--- src/rtl/core/fifo_cache_with_byte_budget_top_defines.svh ---
// ----------------------------------------------------------------------------
// FIFO cache assertion macros
// Concurrent check wrappers, compiled out for synthesis.
// ----------------------------------------------------------------------------
`ifndef FIFO_CACHE_WITH_BYTE_BUDGET_TOP_DEFINES_SVH
`define FIFO_CACHE_WITH_BYTE_BUDGET_TOP_DEFINES_SVH
`ifndef SYNTHESIS
`define FCB_ASSERT_SAME(lbl, clk, rstn, ante, cons) \
    lbl: assert property (@(posedge clk) disable iff (!rstn) (ante) |-> (cons)) \
        else $error("same-cycle check failed");
`define FCB_ASSERT_NEXT(lbl, clk, rstn, ante, cons) \
    lbl: assert property (@(posedge clk) disable iff (!rstn) (ante) |=> (cons)) \
        else $error("next-cycle check failed");
`else
`define FCB_ASSERT_SAME(lbl, clk, rstn, ante, cons)
`define FCB_ASSERT_NEXT(lbl, clk, rstn, ante, cons)
`endif
`endif

--- src/rtl/core/fcb_pkg.sv ---
// ----------------------------------------------------------------------------
// FIFO cache package
// Shared codes and control structs.
// ----------------------------------------------------------------------------
`default_nettype none
package fcb_pkg;
    localparam logic [1:0] OP_INSERT = 2'd0;
    localparam logic [1:0] OP_FIND   = 2'd1;
    localparam logic [1:0] OP_ERASE  = 2'd2;

    localparam logic [1:0] ST_DONE   = 2'd0;
    localparam logic [1:0] ST_REJECT = 2'd1;
    localparam logic [1:0] ST_LIVE   = 2'd2;
    localparam logic [1:0] ST_MISS   = 2'd3;

    localparam logic [1:0] REG_ENTRY_CAP = 2'd0;
    localparam logic [1:0] REG_BYTE_CAP  = 2'd1;
    localparam logic [1:0] REG_STATS     = 2'd2;

    localparam logic [47:0] MAX48 = 48'hFFFF_FFFF_FFFF;

    typedef struct packed {
        logic hit_inc;
        logic miss_inc;
    } t_stat_upd;

    typedef struct packed {
        logic data_we;
        logic live_we;
        logic live_val;
    } t_mem_cmd;
endpackage
`default_nettype wire

--- src/rtl/core/fcb_regs.sv ---
// ----------------------------------------------------------------------------
// FIFO cache register bank
// Configuration registers and saturating hit/miss counters.
// ----------------------------------------------------------------------------
`default_nettype none
module fcb_regs (
    input  wire logic              i_clk,
    input  wire logic              i_rst_n,
    input  wire logic              psel,
    input  wire logic              penable,
    input  wire logic              pwrite,
    input  wire logic [4:0]        paddr,
    input  wire logic [63:0]       pwdata,
    output logic      [63:0]       prdata,
    input  wire fcb_pkg::t_stat_upd i_upd,
    output logic      [10:0]       o_entry_cap,
    output logic      [47:0]       o_byte_cap,
    output logic      [47:0]       o_hits,
    output logic      [47:0]       o_misses
);
    import fcb_pkg::*;

    logic [10:0] r_ecap;
    logic [47:0] r_bcap;
    logic        r_stats;
    logic [47:0] r_hits;
    logic [47:0] r_misses;
    logic        wr;

    assign wr = psel && penable && pwrite;

    always_ff @(posedge i_clk) begin
        if (!i_rst_n) begin
            r_ecap   <= 11'd1024;
            r_bcap   <= 48'd268435456;
            r_stats  <= 1'b0;
            r_hits   <= '0;
            r_misses <= '0;
        end else begin
            if (wr && paddr[4:3] == REG_ENTRY_CAP && pwdata[10:0] > r_ecap) begin
                r_ecap <= pwdata[10:0];
            end
            if (wr && paddr[4:3] == REG_BYTE_CAP && pwdata[47:0] > r_bcap) begin
                r_bcap <= pwdata[47:0];
            end
            if (wr && paddr[4:3] == REG_STATS) begin
                r_stats  <= pwdata[0];
                r_hits   <= '0;
                r_misses <= '0;
            end else begin
                if (i_upd.hit_inc && r_stats && r_hits != MAX48) begin
                    r_hits <= r_hits + 48'd1;
                end
                if (i_upd.miss_inc && r_stats && r_misses != MAX48) begin
                    r_misses <= r_misses + 48'd1;
                end
            end
        end
    end

    always_comb begin
        unique case (paddr[4:3])
            REG_ENTRY_CAP: prdata = {53'd0, r_ecap};
            REG_BYTE_CAP:  prdata = {16'd0, r_bcap};
            REG_STATS:     prdata = {63'd0, r_stats};
            default:       prdata = '0;
        endcase
    end

    assign o_entry_cap = r_ecap;
    assign o_byte_cap  = r_bcap;
    assign o_hits      = r_hits;
    assign o_misses    = r_misses;
endmodule
`default_nettype wire

--- config.mk ---
export PLATFORM = sky130hd
export DESIGN_NAME = fcb_regs
export DESIGN_NICKNAME = d
export VERILOG_FILES = /design/src/rtl/core/fifo_cache_with_byte_budget_top_defines.svh /design/src/rtl/core/fcb_pkg.sv /design/src/rtl/core/fcb_regs.sv
export SDC_FILE = /design/constraint.sdc
export NUM_CORES = 1
export LEC_CHECK = 0
export BUFFER_PORTS_ARGS = -buffer_cell sky130_fd_sc_hd__buf_2
export CORE_AREA = 5 5 188 190
export DETAILED_ROUTE_END_ITERATION = 7
export DIE_AREA = 0 0 193 195
export PLACE_DENSITY_LB_ADDON = 0.2
export SLEW_MARGIN = 30
export SYNTH_ARGS = -nofsm -noshare
export SYNTH_HDL_FRONTEND = slang
export SYNTH_SLANG_ARGS = --single-unit
--- constraint.sdc ---
create_clock -name i_clk -period 2.7 [get_ports i_clk]
set_input_delay 0.135 -clock i_clk [delete_from_list [all_inputs] [get_ports i_clk]]
set_output_delay 0.135 -clock i_clk [all_outputs]
set_load 0.005 [all_outputs]
Word-level counts from Yosys, hierarchy flattened
Cells that the tools add are included.

Bitwise operators: 1. Reductions and logical operators: 13. $lt $le $gt $ge: 2. Mux-type cells: 1. Eq/ne operators: 4. Add/subtract/negate cells: 2.

Operators with widths (count): 48-bit case mux with 3 select lines (1); 48-bit by 1-bit adder with 48-bit output (second input constant) (2); 48-bit != test (second input constant) (2); 48-bit > comparator (1); 11-bit > comparator (1); 1-bit logical AND (11); 2-bit by 1-bit equality test with 1-bit output (second input constant) (1); 2-bit equality test (second input constant) (1); 2-bit zero test (1); 2-bit OR reduction (1); 1-bit inverter (1).

Flip-flop bits (word level): 156. Output and inout bits: 219. Input port bits: 76. Word-level logic and storage cells: 28.

Logic depth before layout (Yosys ltp)
Depth after elaboration: 4. Depth in mapped cells: 11. Depth with buffers taken out: 9.

Worst setup path after synthesis
Ideal clock, no wire load.

Path type: register to register. Start point: reg r_bcap[1], in the netlist o_byte_cap[1]. End point: reg r_bcap[6], in the netlist o_byte_cap[6]. Setup time: 0.106 ns. Required time: 2.594 ns. Clock period less this slack: 2.545 ns. Path buffers: 2. Data arrival time: 2.439 ns. Slack: 0.155 ns. Stages on the path, launching flop included: 12. Path through: dfxtp_1 > inv_1 > ha_1 > nor2b_1 > o211ai_1 > a21boi_0 > or4b_1 > a31oi_1 > buf_2 > buf_2 > nand4_1 > o311ai_0.

Cells in the longest elaborated chain, start to end: 2.

RTL lines: start: declaration (RTL line fcb_regs.sv:24) `logic [47:0] r_bcap;`; start signal: assignment (RTL line fcb_regs.sv:44) `r_bcap <= pwdata[47:0];`; 48-bit > comparator (RTL line fcb_regs.sv:43) `if (wr && paddr[4:3] == REG_BYTE_CAP && pwdata[47:0] > r_bcap) begin`; 1-bit logical AND (RTL line fcb_regs.sv:43).

No other way between the ends. A chain may end at the register's enable or synchronous reset.

Final worst setup path
Start point: reg r_bcap[46], in the netlist o_byte_cap[46]. End point: reg r_bcap[28], in the netlist o_byte_cap[28].

The elaborated chain is that of the path after synthesis.

==> results.tsv <==
stage	metric	value	unit
critical_path	critical path arrival	2970	ps
clocking	Sink Count	156	
timing	RSZ-0062 raised after global routing	yes	
timing	Final Hold Viols	0	
synthesis	YS warnings	0	
floorplanning	Ports	295	
clocking	CTS max path bufs	2	
synthesis	Synth Register Bits	156	
timing	clock skew	14.0	ps
timing	worst-margin pin slew	645	ps
synthesis	Post-Syn Area per Cell	7.84	sq um
layout	fraction of layout cells with a size suffix above 1	27.8	%
clocking	CTS tree	done	
clocking	H-tree depth	4	
power_and_ir_drop	PwrDens	413	nW/um^2
critical_path	Worst Setup Start Kind	flip-flop	
layout	Area Growth Syn to Fin	35.9	%
clocking	CTS buffer count	17	
placed_design	Buffers on Ports	259	
placed_design	hpwl dp	23.1	mm
min_path	Hold WC Path Type	input port to flip-flop	
job	Max-Cap Viols	0	
floorplanning	Die Y	195	microns
timing	final setup margin	64.7	ps
route	Avg Vias per Cell	5.01	
critical_path	Worst path max stage delay	460	ps
route	post-route ant nets	0	
route	DRC Markers	0	
clocking	CTS root buf	clkbuf_16	
critical_path	Critical Path RT	3040	ps
timing	fin crit period	2640	ps
grt	initial antenna violation count	2	
timing	max_slew headroom	57.0	%
timing	Tcrit/Tclk final	97.6	%
route	router iterations before antenna repair	7	
synthesis	cells after synthesis	1217	
grt	global route total overflow	0	
layout	# diodes	0	
route	DR WL/cell	16.5	microns
floorplanning	Core ar.	33300	sq um
grt	largest net degree at the start of global routing	61	
critical_path	CP Launch Point	o_byte_cap[46]	
synthesis	synthesized area	9550	sq um
clocking	Reg clk slew, reported paths	70	ps
placed_design	Post-Place Worst Slack	-86.4	ps
floorplanning	DIE AREA	37600	sq um
min_path	HP Start	pwdata[20]	
layout	Fillers	3499	
critical_path	R2R Path Start	o_byte_cap[46]	
synthesis	library cells used by synthesis	55	
timing	fmax	379	MHz
critical_path	Critical Path, Cell by Cell	inv_1 -> ha_4 -> nand4_1 -> nand3b_1 -> or4_4 -> o221ai_2 -> a31oi_4 -> or3b_2 -> and3_1	
grt	vias in the first global route	9109	
floorplanning	Starting Density	28.7	%
critical_path	Worst Path Class, Setup	flip-flop to flip-flop	
floorplanning	Die Wd	193	microns
route	total wire length	32.9	mm
critical_path	CP max-delay cell	or4_4	
timing	setup TNS	0	ps
route	DR iter-0 viols	490	
power_and_ir_drop	Static Leak	5.53	nW
timing	Slew Limit Fails	0	
power_and_ir_drop	Worst VDD drop	479	uV
critical_path	Worst setup EP type	flip-flop	
timing	Final Setup Violations	0	
grt	Total Routing Usage GR	15.9	%
synthesis	Seq/Total Area, Yosys	32.7	%
route	Via Count	9982	
placed_design	RD Place Congestion	0.845	
grt	first-pass GRT wire length	49.0	mm
layout	fin nets	1669	
status	status	complete, no violations	
clocking	Worst-Skew Late Latency	440	ps
floorplanning	row count	67	
critical_path	CP max FO	4	
-- path summary, 6_finish.rpt --
check	depth (start not counted)	end	slack, ps
setup / recovery	9	o_byte_cap[28]	60
hold / removal	3	o_byte_cap[20]	2
setup reg to reg	9	o_byte_cap[28]	60
hold reg to reg	2	o_entry_cap[6]	490
-- power by group --
group	internal, mW	switching, mW
Sequential	2.31	0.00855
Clock	1.39	1.08
Combinational	0.226	0.332
Total	3.93	1.42
-- cell families after synthesis --
group           count (synthesis)  synth area share (%)
buf+inv                       168                  7.34
xor+xnor                       80                  7.34
simple gates                  551                  29.5
other cells                     1                0.0393
compound gates                177                  12.7
mux                            23                  2.41
fa+ha+maj                      61                  8.00
flops                         156                  32.7
-- sequential cells by signal, indices dropped and copies added, names as in the netlist --
| name | flops |
|---|---|
| o_byte_cap | 48 |
| o_hits | 48 |
| o_misses | 48 |
| o_entry_cap | 11 |
| r_stats | 1 |
-- cells in the mapped netlist (all sizes together) --
cell type	n	area [sq um]
nor2b	7	43.8
nor3	71	355
a21oi	35	175
o21ba	1	10.0
and2	40	250
a2111oi	1	8.76
inv	75	282
a211oi	4	42.5
nand2	108	405
xor2	38	333
or4b	1	10.0
nand2b	2	12.5
and4bb	1	12.5
or3b	1	8.76
or2	2	12.5
o21bai	1	7.51
clkbuf	59	221
a21o	7	52.6
a21boi	2	15.0
nor3b	1	7.51
and4b	2	20.0
or3	12	82.6
o211ai	4	30.0
o21ai	22	114
dfxtp	156	3120
a211o	1	8.76
o31ai	1	7.51
a32oi	1	8.76
and4	15	131
o311ai	47	412
o221ai	1	8.76
nor4	8	65.1
nand3	54	270
xnor2	42	368
a31oi	48	300
mux2i	23	230
nand3b	1	7.51
and3	23	144
nor2	118	443
nand4	82	513
buf	34	198
or4	2	18.8
conb	1	3.75
a221oi	1	8.76
ha	61	763
-- cell usage in the layout, fill, tap and decap left out, drive strengths merged, types with 2 or more instances in the layout --
cell and instances:
a21oi 35, or3 12, clkbuf 27, nand4 82, and2 40, nand3 54, and4b 2, inv 77
nor4 8, nor3 71, a211oi 4, nand2 108, xnor2 42, dlygate4sd3 6, and3 23, a31oi 49
a21o 7, dfxtp 156, ha 61, nor2b 7, o311ai 47, nand2b 2, clkinvlp 4, a21boi 2
buf 357, bufinv 2, or4 2, xor2 38, conb 16, o21ai 22, nor2 118, mux2i 23
and4 15, o211ai 4, or2 2, clkinv 4
-- stage by stage --
step / hold WS [ps] / utilization (%) / cell area [sq um] / power (mW) / std cells
finish: 1.93 / 39.0 / 13000 / 5.35 / 1991
global route: 6.24 / 39.0 / 13000 / 5.59 / 1991
CTS: 1.95 / 37.6 / 12500 / 5.36 / 1973
detailed placement: 463 / 35.5 / 11800 / 2.84 / 1934
global placement: 457 / 35.5 / 11800 / 2.84 / 1934
floorplan: 291 / - / 9600 / 2.66 / 1232
-- per-layer routing --
metal | track usage [%] | vias to the layer above | share of wire (%)
li1 | - | 4994 | -
met3 | 4.18 | 36 | 6.2
met1 | 21.2 | 4701 | 45
met4 | 3.72 | 4 | 1.7
met5 | 0 | - | 0.064
met2 | 25.8 | 247 | 47
-- worst max-delay path, delay by kind of cell (launching register included) --
| family | cells | cell delay, ps |
|---|---|---|
| flip-flops | 1 | 330 |
| adder cells (fa/ha/maj) | 1 | 260 |
| AO/OA/AOI/OAI | 2 | 450 |
| buffers and inverters | 1 | 50 |
| AND/OR/NAND/NOR | 5 | 1440 |
-- timing repair --
action,4_1_cts,5_1_grt
gates cloned,1,14
pin swaps,1,8
endpoints found under the hold margin,6,0
setup endpoints to repair,45,48
hold buffers,6,0
buffers inserted,2,4
gates resized for setup,3,43
-- layout make-up --
| class | count | area [sq um] | share of cell area (%) |
|---|---|---|---|
| multi-input cells | 909 | 5910 | 45.6 |
| flip-flops and latches | 156 | 3130 | 24.1 |
| repair buffers | 373 | 2510 | 19.3 |
| well taps | 448 | 561 | 4.32 |
| clock buffers | 18 | 439 | 3.39 |
| inverters | 75 | 285 | 2.20 |
| clock inverters | 12 | 139 | 1.07 |
Power figures use the tool's default switching activity.
