File: config.mk
export PLATFORM = sky130hd
export DESIGN_NAME = fcb_seq
export DESIGN_NICKNAME = d
export VERILOG_FILES = /design/src/rtl/core/fifo_cache_with_byte_budget_top_defines.svh /design/src/rtl/core/fcb_pkg.sv /design/src/rtl/core/fcb_seq.sv
export SDC_FILE = /design/constraint.sdc
export NUM_CORES = 1
export LEC_CHECK = 0
export BUFFER_PORTS_ARGS = -buffer_cell sky130_fd_sc_hd__buf_2
export CAP_MARGIN = 40
export CORE_AREA = 2 2 315 317
export DETAILED_ROUTE_END_ITERATION = 16
export DIE_AREA = 0 0 317 319
export GPL_ROUTABILITY_DRIVEN = 0
export GPL_TIMING_DRIVEN = 0
export PLACE_DENSITY = 0.48
export SYNTH_ARGS = -nofsm -noshare
export SYNTH_HDL_FRONTEND = slang
export SYNTH_SLANG_ARGS = --single-unit
export TNS_END_PERCENT = 100
File: constraint.sdc
create_clock -name i_clk -period 14.4 [get_ports i_clk]
set_input_delay 1.44 -clock i_clk [delete_from_list [all_inputs] [get_ports i_clk]]
set_output_delay 1.44 -clock i_clk [all_outputs]
set_load 0.1 [all_outputs]
File: src/rtl/core/fifo_cache_with_byte_budget_top_defines.svh
// ----------------------------------------------------------------------------
// FIFO cache assertion macros
// Concurrent check wrappers, compiled out for synthesis.
// ----------------------------------------------------------------------------
`ifndef FIFO_CACHE_WITH_BYTE_BUDGET_TOP_DEFINES_SVH
`define FIFO_CACHE_WITH_BYTE_BUDGET_TOP_DEFINES_SVH
`ifndef SYNTHESIS
`define FCB_ASSERT_SAME(lbl, clk, rstn, ante, cons) \
    lbl: assert property (@(posedge clk) disable iff (!rstn) (ante) |-> (cons)) \
        else $error("same-cycle check failed");
`define FCB_ASSERT_NEXT(lbl, clk, rstn, ante, cons) \
    lbl: assert property (@(posedge clk) disable iff (!rstn) (ante) |=> (cons)) \
        else $error("next-cycle check failed");
`else
`define FCB_ASSERT_SAME(lbl, clk, rstn, ante, cons)
`define FCB_ASSERT_NEXT(lbl, clk, rstn, ante, cons)
`endif
`endif

File: src/rtl/core/fcb_pkg.sv
// ----------------------------------------------------------------------------
// FIFO cache package
// Shared codes and control structs.
// ----------------------------------------------------------------------------
`default_nettype none
package fcb_pkg;
    localparam logic [1:0] OP_INSERT = 2'd0;
    localparam logic [1:0] OP_FIND   = 2'd1;
    localparam logic [1:0] OP_ERASE  = 2'd2;

    localparam logic [1:0] ST_DONE   = 2'd0;
    localparam logic [1:0] ST_REJECT = 2'd1;
    localparam logic [1:0] ST_LIVE   = 2'd2;
    localparam logic [1:0] ST_MISS   = 2'd3;

    localparam logic [1:0] REG_ENTRY_CAP = 2'd0;
    localparam logic [1:0] REG_BYTE_CAP  = 2'd1;
    localparam logic [1:0] REG_STATS     = 2'd2;

    localparam logic [47:0] MAX48 = 48'hFFFF_FFFF_FFFF;

    typedef struct packed {
        logic hit_inc;
        logic miss_inc;
    } t_stat_upd;

    typedef struct packed {
        logic data_we;
        logic live_we;
        logic live_val;
    } t_mem_cmd;
endpackage
`default_nettype wire

File: src/rtl/core/fcb_seq.sv
// ----------------------------------------------------------------------------
// FIFO cache sequencer
// Runs eviction, key scan and update steps over the slot store.
// ----------------------------------------------------------------------------
`default_nettype none
module fcb_seq #(
    parameter  int DEPTH = 1024,
    localparam int AW    = $clog2(DEPTH),
    localparam int UW    = $clog2(DEPTH + 1)
) (
    input  wire logic              i_clk,
    input  wire logic              i_rst_n,
    input  wire logic              i_in_valid,
    output logic                   o_in_stall,
    input  wire logic [1:0]        i_op,
    input  wire logic [63:0]       i_fk,
    input  wire logic [63:0]       i_lk,
    input  wire logic [31:0]       i_vsize,
    input  wire logic [31:0]       i_vhandle,
    input  wire logic [10:0]       i_entry_cap,
    input  wire logic [47:0]       i_byte_cap,
    output logic                   o_out_valid,
    input  wire logic              i_out_stall,
    output logic      [1:0]        o_status,
    output logic      [31:0]       o_fh,
    output logic      [31:0]       o_fs,
    output logic      [UW-1:0]     o_evicted,
    output logic      [UW-1:0]     o_used,
    output logic      [47:0]       o_bytes,
    output fcb_pkg::t_stat_upd     o_upd,
    output logic      [AW-1:0]     o_rd_addr,
    input  wire logic [63:0]       i_rd_fk,
    input  wire logic [63:0]       i_rd_lk,
    input  wire logic [31:0]       i_rd_sz,
    input  wire logic [31:0]       i_rd_pay,
    input  wire logic              i_rd_live,
    output logic      [AW-1:0]     o_wr_addr,
    output fcb_pkg::t_mem_cmd      o_cmd,
    output logic      [63:0]       o_wr_fk,
    output logic      [63:0]       o_wr_lk,
    output logic      [31:0]       o_wr_sz,
    output logic      [31:0]       o_wr_pay
);
    import fcb_pkg::*;

    localparam int LW = (UW > 11) ? UW : 11;

    typedef enum logic [3:0] {
        S_CLEAR, S_IDLE, S_CHECK, S_EVCHK, S_EVRD, S_EVDAT,
        S_SCAN, S_SCEND, S_EVCLR, S_FIN, S_OUT
    } t_state;

    t_state        r_state;
    logic [AW-1:0] r_clr;
    logic [1:0]    r_op;
    logic [63:0]   r_fk, r_lk, r_tfk, r_tlk;
    logic [31:0]   r_sz, r_hd;
    logic          r_evict_mode;
    logic [AW:0]   r_scan;
    logic          r_chk_v;
    logic [AW-1:0] r_chk_a;
    logic          r_hit;
    logic [AW-1:0] r_hit_a;
    logic [31:0]   r_hit_pay, r_hit_sz;
    logic [AW-1:0] r_oldest;
    logic [UW-1:0] r_used, r_ev;
    logic [47:0]   r_bytes;
    logic [1:0]    r_status;
    logic [31:0]   r_fh, r_fs;

    logic [LW-1:0] cap_ext, lim, used_ext;
    logic          need_evict;
    logic          hit_now;
    logic [AW:0]   tail_sum;
    logic [AW-1:0] tail;
    logic [48:0]   add_sum;

    assign cap_ext  = LW'(i_entry_cap);
    assign lim      = (cap_ext > LW'(DEPTH)) ? LW'(DEPTH) : cap_ext;
    assign used_ext = LW'(r_used);
    assign need_evict = (r_used != '0) && ((used_ext >= lim) || (r_bytes >= i_byte_cap));
    assign hit_now  = r_chk_v && i_rd_live && (i_rd_fk == r_tfk) && (i_rd_lk == r_tlk);
    assign tail_sum = {1'b0, r_oldest} + (AW + 1)'(r_used);
    assign tail     = (tail_sum >= (AW + 1)'(DEPTH)) ?
                      AW'(tail_sum - (AW + 1)'(DEPTH)) : tail_sum[AW-1:0];
    assign add_sum  = {1'b0, r_bytes} + 49'(r_sz);

    always_comb begin
        o_rd_addr = (r_state == S_SCAN) ? r_scan[AW-1:0] : r_oldest;
        o_wr_addr = r_oldest;
        o_cmd     = '0;
        o_upd     = '0;
        unique case (r_state)
            S_CLEAR: begin
                o_wr_addr   = r_clr;
                o_cmd.live_we = 1'b1;
            end
            S_SCEND: begin
                o_wr_addr     = r_hit_a;
                o_cmd.live_we = r_evict_mode && r_hit;
            end
            S_EVCLR: begin
                o_cmd.live_we = 1'b1;
            end
            S_FIN: begin
                case (r_op)
                    OP_INSERT: begin
                        o_wr_addr      = tail;
                        o_cmd.data_we  = !r_hit;
                        o_cmd.live_we  = !r_hit;
                        o_cmd.live_val = 1'b1;
                    end
                    OP_FIND: begin
                        o_upd.hit_inc  = r_hit;
                        o_upd.miss_inc = !r_hit;
                    end
                    default: begin
                        o_wr_addr     = r_hit_a;
                        o_cmd.live_we = r_hit;
                    end
                endcase
            end
            default: ;
        endcase
    end

    always_ff @(posedge i_clk) begin
        if (!i_rst_n) begin
            r_state  <= S_CLEAR;
            r_clr    <= '0;
            r_oldest <= '0;
            r_used   <= '0;
            r_bytes  <= '0;
            r_ev     <= '0;
            r_chk_v  <= 1'b0;
        end else begin
            unique case (r_state)
                S_CLEAR: begin
                    r_clr <= r_clr + AW'(1);
                    if (r_clr == AW'(DEPTH - 1)) r_state <= S_IDLE;
                end
                S_IDLE: begin
                    if (i_in_valid) begin
                        r_op     <= i_op;
                        r_fk     <= i_fk;
                        r_lk     <= i_lk;
                        r_sz     <= i_vsize;
                        r_hd     <= i_vhandle;
                        r_ev     <= '0;
                        r_fh     <= '0;
                        r_fs     <= '0;
                        r_state  <= S_CHECK;
                    end
                end
                S_CHECK: begin
                    r_tfk        <= r_fk;
                    r_tlk        <= r_lk;
                    r_evict_mode <= 1'b0;
                    r_scan       <= '0;
                    r_chk_v      <= 1'b0;
                    r_hit        <= 1'b0;
                    if (r_op == OP_INSERT) begin
                        if ({16'd0, r_sz} > i_byte_cap || lim == '0) begin
                            r_status <= ST_REJECT;
                            r_state  <= S_OUT;
                        end else begin
                            r_state  <= S_EVCHK;
                        end
                    end else if (r_op == OP_FIND || r_op == OP_ERASE) begin
                        r_state <= S_SCAN;
                    end else begin
                        r_status <= ST_REJECT;
                        r_state  <= S_OUT;
                    end
                end
                S_EVCHK: begin
                    r_scan  <= '0;
                    r_chk_v <= 1'b0;
                    r_hit   <= 1'b0;
                    if (need_evict) begin
                        r_state <= S_EVRD;
                    end else begin
                        r_tfk        <= r_fk;
                        r_tlk        <= r_lk;
                        r_evict_mode <= 1'b0;
                        r_state      <= S_SCAN;
                    end
                end
                S_EVRD: r_state <= S_EVDAT;
                S_EVDAT: begin
                    r_tfk        <= i_rd_fk;
                    r_tlk        <= i_rd_lk;
                    r_evict_mode <= 1'b1;
                    r_bytes      <= (r_bytes >= 48'(i_rd_sz)) ? r_bytes - 48'(i_rd_sz) : '0;
                    r_state      <= S_SCAN;
                end
                S_SCAN: begin
                    if (r_scan < (AW + 1)'(DEPTH)) begin
                        r_chk_v <= 1'b1;
                        r_chk_a <= r_scan[AW-1:0];
                        r_scan  <= r_scan + (AW + 1)'(1);
                    end else begin
                        r_chk_v <= 1'b0;
                    end
                    if (hit_now && !r_hit) begin
                        r_hit     <= 1'b1;
                        r_hit_a   <= r_chk_a;
                        r_hit_pay <= i_rd_pay;
                        r_hit_sz  <= i_rd_sz;
                    end
                    if (r_chk_v && r_chk_a == AW'(DEPTH - 1)) r_state <= S_SCEND;
                end
                S_SCEND: begin
                    r_chk_v <= 1'b0;
                    r_state <= r_evict_mode ? S_EVCLR : S_FIN;
                end
                S_EVCLR: begin
                    r_oldest <= (r_oldest == AW'(DEPTH - 1)) ? '0 : r_oldest + AW'(1);
                    r_used   <= r_used - UW'(1);
                    r_ev     <= r_ev + UW'(1);
                    r_state  <= S_EVCHK;
                end
                S_FIN: begin
                    case (r_op)
                        OP_INSERT: begin
                            if (r_hit) begin
                                r_status <= ST_LIVE;
                            end else begin
                                r_status <= ST_DONE;
                                r_used   <= r_used + UW'(1);
                                r_bytes  <= add_sum[48] ? MAX48 : add_sum[47:0];
                            end
                        end
                        OP_FIND: begin
                            r_status <= r_hit ? ST_DONE : ST_MISS;
                            if (r_hit) begin
                                r_fh <= r_hit_pay;
                                r_fs <= r_hit_sz;
                            end
                        end
                        default: r_status <= r_hit ? ST_DONE : ST_MISS;
                    endcase
                    r_state <= S_OUT;
                end
                S_OUT: begin
                    if (!i_out_stall) r_state <= S_IDLE;
                end
                default: r_state <= S_IDLE;
            endcase
        end
    end

    assign o_in_stall  = (r_state != S_IDLE);
    assign o_out_valid = (r_state == S_OUT);
    assign o_status    = r_status;
    assign o_fh        = r_fh;
    assign o_fs        = r_fs;
    assign o_evicted   = r_ev;
    assign o_used      = r_used;
    assign o_bytes     = r_bytes;
    assign o_wr_fk     = r_fk;
    assign o_wr_lk     = r_lk;
    assign o_wr_sz     = r_sz;
    assign o_wr_pay    = r_hd;
endmodule
`default_nettype wire

# ---- Word-level counts from Yosys, hierarchy flattened
# Index checks and enable logic that the tools add are counted.
# Widths: inputs -> output; s select.
dict set report totals {
  register_bits 580
  input_bits 450
  out_inout_bits 355
  wordCells 170
}
dict set report op_classes {
  addsub 10
  n_lt_le_gt_ge 7
  eq_ne 31
  muxes 60
  reduce_logical 38
}
# op count
set ops {}
lappend ops {{$pmux 64 s3} 2}
lappend ops {{$mux 48} 4}
lappend ops {{$mux 32} 5}
lappend ops {{$eq 64x64->1} 2}
lappend ops {{$mux 64} 2}
lappend ops {{$pmux 32 s2} 2}
lappend ops {{$pmux 48 s2} 1}
lappend ops {{$pmux 11 s2} 3}
lappend ops {{$mux 11} 5}
lappend ops {{$add 48x32->49} 1}
lappend ops {{$ge 48x32->1} 1}
lappend ops {{$ge 48x48->1} 1}
lappend ops {{$gt 32x48->1} 1}
lappend ops {{$sub 48x32->48} 1}
lappend ops {{$pmux 4 s11} 1}
lappend ops {{$add 11x1->11 const B} 3}
lappend ops {{$eq 10x10->1 const B} 3}
lappend ops {{$mux 10} 3}
lappend ops {{$pmux 10 s3} 1}
lappend ops {{$mux 4} 7}
lappend ops {{$reduce_and 3->1} 8}
lappend ops {{$add 10x1->10 const B} 2}
lappend ops {{$pmux 10 s2} 1}
lappend ops {{$mux 2} 9}
lappend ops {{other kinds (35)} 77}

# ---- Depth between registers and ports, before layout
dict set report depth {
  ltp_word 7
  ltp_mapped 16
  mapped_depth_nobuf 13
}

# ---- Least setup slack after synthesis
# OpenSTA, ideal clock, no wires.
dict set report synth_timing {
  path_type {input-to-reg}
  start {input port i_rst_n}
  end {register r_fk[0], in the netlist o_wr_fk[0] (enable)}
  arrival_ns 9.986
  required_time_ns 13.648
  path_slack_ns 3.662
  path_stages 4
  path_buffers 2
  path_cell_list {inv_2 -> buf_1 -> clkbuf_1 -> nor2_1}
}
dict set report synth_between {
  elab_chain_len 1
}
# item line_no
set synth_rtl {}
lappend synth_rtl {{start, declared} fcb_seq.sv:12} ;# input wire logic i_rst_n,
lappend synth_rtl {{$reduce_and 3->1 (no source line)} n/a}
lappend synth_rtl {{end signal, assigned} fcb_seq.sv:145} ;# r_fk <= i_fk;
lappend synth_rtl {{end, declared} fcb_seq.sv:56} ;# logic [63:0] r_fk, r_lk, r_tfk, r_tlk;
# No other way between the ends.
# A chain may end at the register's enable or synchronous reset.

# ---- Worst setup path in the final report
dict set report layout_timing {
  start {register r_state[3]}
  end {output port o_wr_addr[7]}
}
dict set report layout_between {
  elab_chain_len 2
  word_cells_on_any_way 4
  classes_between {2 x eq/ne; 1 x mux; 1 x reduce/logical}
}
# item line_no
set layout_rtl {}
lappend layout_rtl {{start, declared} fcb_seq.sv:53} ;# t_state r_state;
lappend layout_rtl {{start signal, assigned} fcb_seq.sv:215} ;# r_state <= r_evict_mode ? S_EVCLR : S_FIN;
lappend layout_rtl {{$eq 4x4->1, or another cell as far along} fcb_seq.sv:93} ;# unique case (r_state)
lappend layout_rtl {{$pmux 10 s3 *} fcb_seq.sv:93}
lappend layout_rtl {{end, declared} fcb_seq.sv:37} ;# output logic [AW-1:0] o_wr_addr,
# Mark *: on every way between the ends. The rest lies on a longest branch, timed or not.

==> metrics.md <==
| Metric | Value |
|---|---|
| Routed vias/inst | `slightly above 5` |
| CTS hold repair buffers | `0` |
| Clock Latency Late Sink | `approximately 670 ps` |
| Worst R2R Start | `r_state[3]` |
| TritonCTS Buffers | `slightly above 70` |
| Final instance area | `39,300 um^2` |
| Syn Inst Count | `2,931` |
| Synth top area share | `0.476` |
| Synth Cell Area | `30,600 um^2` |
| DIE WIDTH | `317 um` |
| RSZ-0062 raised after global routing | `no` |
| CP Launch Type | `flip-flop` |
| Vias in the first global route | `roughly 26,000` |
| Sequential share of the synthesized area | `0.538` |
| Setup slack, reg-to-reg | `9490 ps` |
| Met1 Usage GRT | `0.298` |
| Synth area leaders | `edfxtp_1, ha_1, nand2_1` |
| Number of synthesized flops with an enable pin | `485` |
| Pleak | `roughly 17 nW` |
| Primary FF master, synth | `edfxtp_1` |
| DP Area | `36,800 um^2` |
| # resized after CTS | `0` |
| Pre-CTS setup slack | `8410 ps` |
| Fraction of the mapped netlist area in compound gates | `0.127` |
| Largest net degree at the start of global routing | `49` |
| Leading area contributor after synthesis | `edfxtp_1` |
| Critical-path maximum fanout | `10` |
| Min Tclk post-route | `5720 ps` |
| Area delta synth->final | `28.4%` |
| Final Setup Violations | `0` |
| Power per cell area | `~130 nW/um^2` |
| Fin Setup TNS | `0 ps` |
| Antenna Nets Post-Route | `0` |
| Yosys cell types | `86` |
| Seq cells post-synth | `580` |
| Clock Sinks | `580` |
| Mapped Avg Cell Area | `between 10 and 15 um^2` |
| Hold path depth | `0` |
| # IOs | `about 810` |
| Tot GR Track Use | `0.252` |
| Ys Warns | `0` |
| Max clock buf depth | `3` |
| Drt wl/cell | `between 20 and 30 um` |
| Busiest grt layer | `met2` |
| Slew Limit Fails | `0` |
| Initial Utilization | `0.313` |
| Final WL | `131,000 um` |
| WP buf/inv | `4` |
| Die area | `101,000 um^2` |
| Net Count, Synth | `3,566` |
| Reg clk slew, reported paths | `70 ps` |
| Worst Min Path Start | `r_chk_a[8]` |
| Status | `finished clean` |
| Global Route met3 Usage | `0.0635` |
| VDD IR-drop max | `between 0.0001 and 0.00015 V` |
| Post-CTS Setup Bufs | `0` |
| Crit-path cells | `clkbuf_1, nand2b_1, nor2_1, inv_1, clkbuf_1, o21ai_0, nand2_1, a222oi_1, o21ai_0, buf_2` |
| DR iter-0 viols | `2,182` |
| Rel. slew slack | `0.409` |
| Area of the core | `roughly 98,000 um^2` |
| CP peak stage delay | `approximately 560 ps` |
| Number of remaining DRC errors | `0` |
| Layout Nets | `4,483` |
| Simple-gate share of the synthesized area | `0.159` |
| Hold Vio Cnt, Final | `0` |
| Post-Synth Adder-Cell Area | `0.0766` |
| Largest family of logic cells by synthesized area | `simple AND/OR/NAND/NOR gates` |
| HP Class | `flip-flop to flip-flop` |
| Required time of the critical path | `12,960 ps` |
| Mux cell area share after synthesis | `0.00294` |
| Clock Tree Root | `clkbuf_16` |
| Crit end category | `output port` |
| R2R cell count | `16` |
| CP arrival | `approximately 4300 ps` |
| Worst R2R End | `o_used[10]` |
| Drt first pass iters | `8` |
| Die Ht | `between 300 and 400 um` |
| HPWL after DPL | `between 100,000 and 150,000 um` |
| Synth async-reset ratio | `0` |
| Achievable frequency | `between 150 and 200 MHz` |
| Post-layout worst setup margin | `8680 ps` |
| Grt ovf | `0` |
| CTS tree | `yes` |
| Max cap viols | `0` |
| Hold path endpoint | `r_hit_a[8]` |
| Delay-heaviest family, CP | `buffers and inverters` |
| Final worst-path cycle share | `0.397` |
| Final core utilization | `0.402` |
| IO Port Bufs | `804` |
| Post-Synth XOR/XNOR Area | `0.0647` |
| Share of cells above drive strength 1 | `0.255` |
| Vias | `26,400` |
| Crit path kind | `flip-flop to output port` |
| Rows | `115` |
| Met2 Usage GRT | `0.435` |
| Clk_skew | `26.5 ps` |
| CTS HTree Levels | `3` |
| Initial antenna violation count | `70` |
| Worst-margin pin slew | `about 890 ps` |
| First-pass GRT wire length | `183,000 um` |
| Slowest CP cell | `nor2_1` |
layout by cell type (no fill, tap or decap), types with 10 or more instances in the layout:
cell       netlist  routed
a211oi_1        15      15
a21o_1          59      59
a21oi_1        209     209
a31oi_1         14      14
and3_1          91      91
buf_2            8     815
buf_6            3      10
bufinv_16        0      11
clkbuf_1        95     104
clkbuf_16        0      71
clkinv_1         2      12
clkinv_2         0      13
dfxtp_1         95      95
diode_2          0      20
edfxtp_1       485     485
ha_1           181     181
inv_1          128     128
nand2_1        566     566
nand2b_1        14      14
nand3_1         48      48
nand4_1         74      74
nor2_1         138     136
nor2b_1         11      11
nor3_1          31      30
nor4_1          34      34
o211ai_1        19      19
o21a_1          14      14
o21ai_0        146     145
o21ai_1         13      14
o21bai_1        16      16
o31ai_1         10      10
or2_2           10      10
or3_1           14      14
xnor2_1        156     156
xor2_1          70      70
sequential cells by signal, summed over array words and instances (netlist names), 48 cells and up:
name,flops
o_wr_fk,64
o_wr_lk,64
r_tfk,64
r_tlk,64
o_bytes,48
power by group:
part / total, mW / switching (mW) / internal [mW]
clock network: 1.90 / 0.787 / 1.12
registers: 2.05 / 0.0930 / 1.96
logic: 1.26 / 0.941 / 0.315
cell families (layout without fill, tap and decap cells):
family,count (synthesis),in the layout
buffers and inverters,249,1219
adder cells (fa/ha/maj),185,185
other,0,20
multiplexers,9,9
flip-flops,580,580
XOR/XNOR,226,226
AO/OA/AOI/OAI,619,619
AND/OR/NAND/NOR,1063,1063
cell type report:
type                            count  area (um^2)
Sequential cell                   580        16500
Fill cell                        9857        58400
Antenna cell                       20         50.0
Inverter                          132          495
Buffer                            117          478
Timing Repair Buffer              844         4570
Multi-Input combinational cell   2102        13200
Tap cell                         1287         1610
Clock inverter                     46          614
Clock buffer                       80         1810
worst max-delay path by stage:
stage / slack (ps) / depth (start not counted) / to / startpoint
3_5_place_dp: 8410 / 14 / r_tfk[39] / i_byte_cap[9]
2_1_floorplan: 3660 / 4 / o_wr_fk[0] / i_rst_n
5_1_grt: 8490 / 10 / o_wr_addr[7] / r_state[3]
6_report: 8680 / 10 / o_wr_addr[7] / r_state[3]
4_1_cts: 8690 / 10 / o_wr_addr[7] / r_state[3]
3_3_place_gp: -1970 / 5 / o_wr_lk[12] / i_rst_n
stage by stage:
step,power [mW],hold WS [ps],std cells
after floorplan,2.97,426,2931
after global placement,3.34,434,5022
after detailed placement,3.34,437,5062
after CTS,5.25,451,5188
after global routing,5.40,471,5195
final,5.21,451,5208
cell usage after synthesis (70+ instances only):
cell type,number
dfxtp_1,95
xnor2_1,156
and3_1,91
o21ai_0,146
a21oi_1,209
edfxtp_1,485
xor2_1,70
inv_1,128
nand4_1,74
nand2_1,566
nor2_1,138
ha_1,181
clkbuf_1,95
layer usage:
layer,vias up,part of all wire
li1,12500,-
met1,12500,0.39
met2,1007,0.49
met3,287,0.072
met4,66,0.041
met5,-,0.0031
No activity file was read; power rests on OpenSTA's default activity.
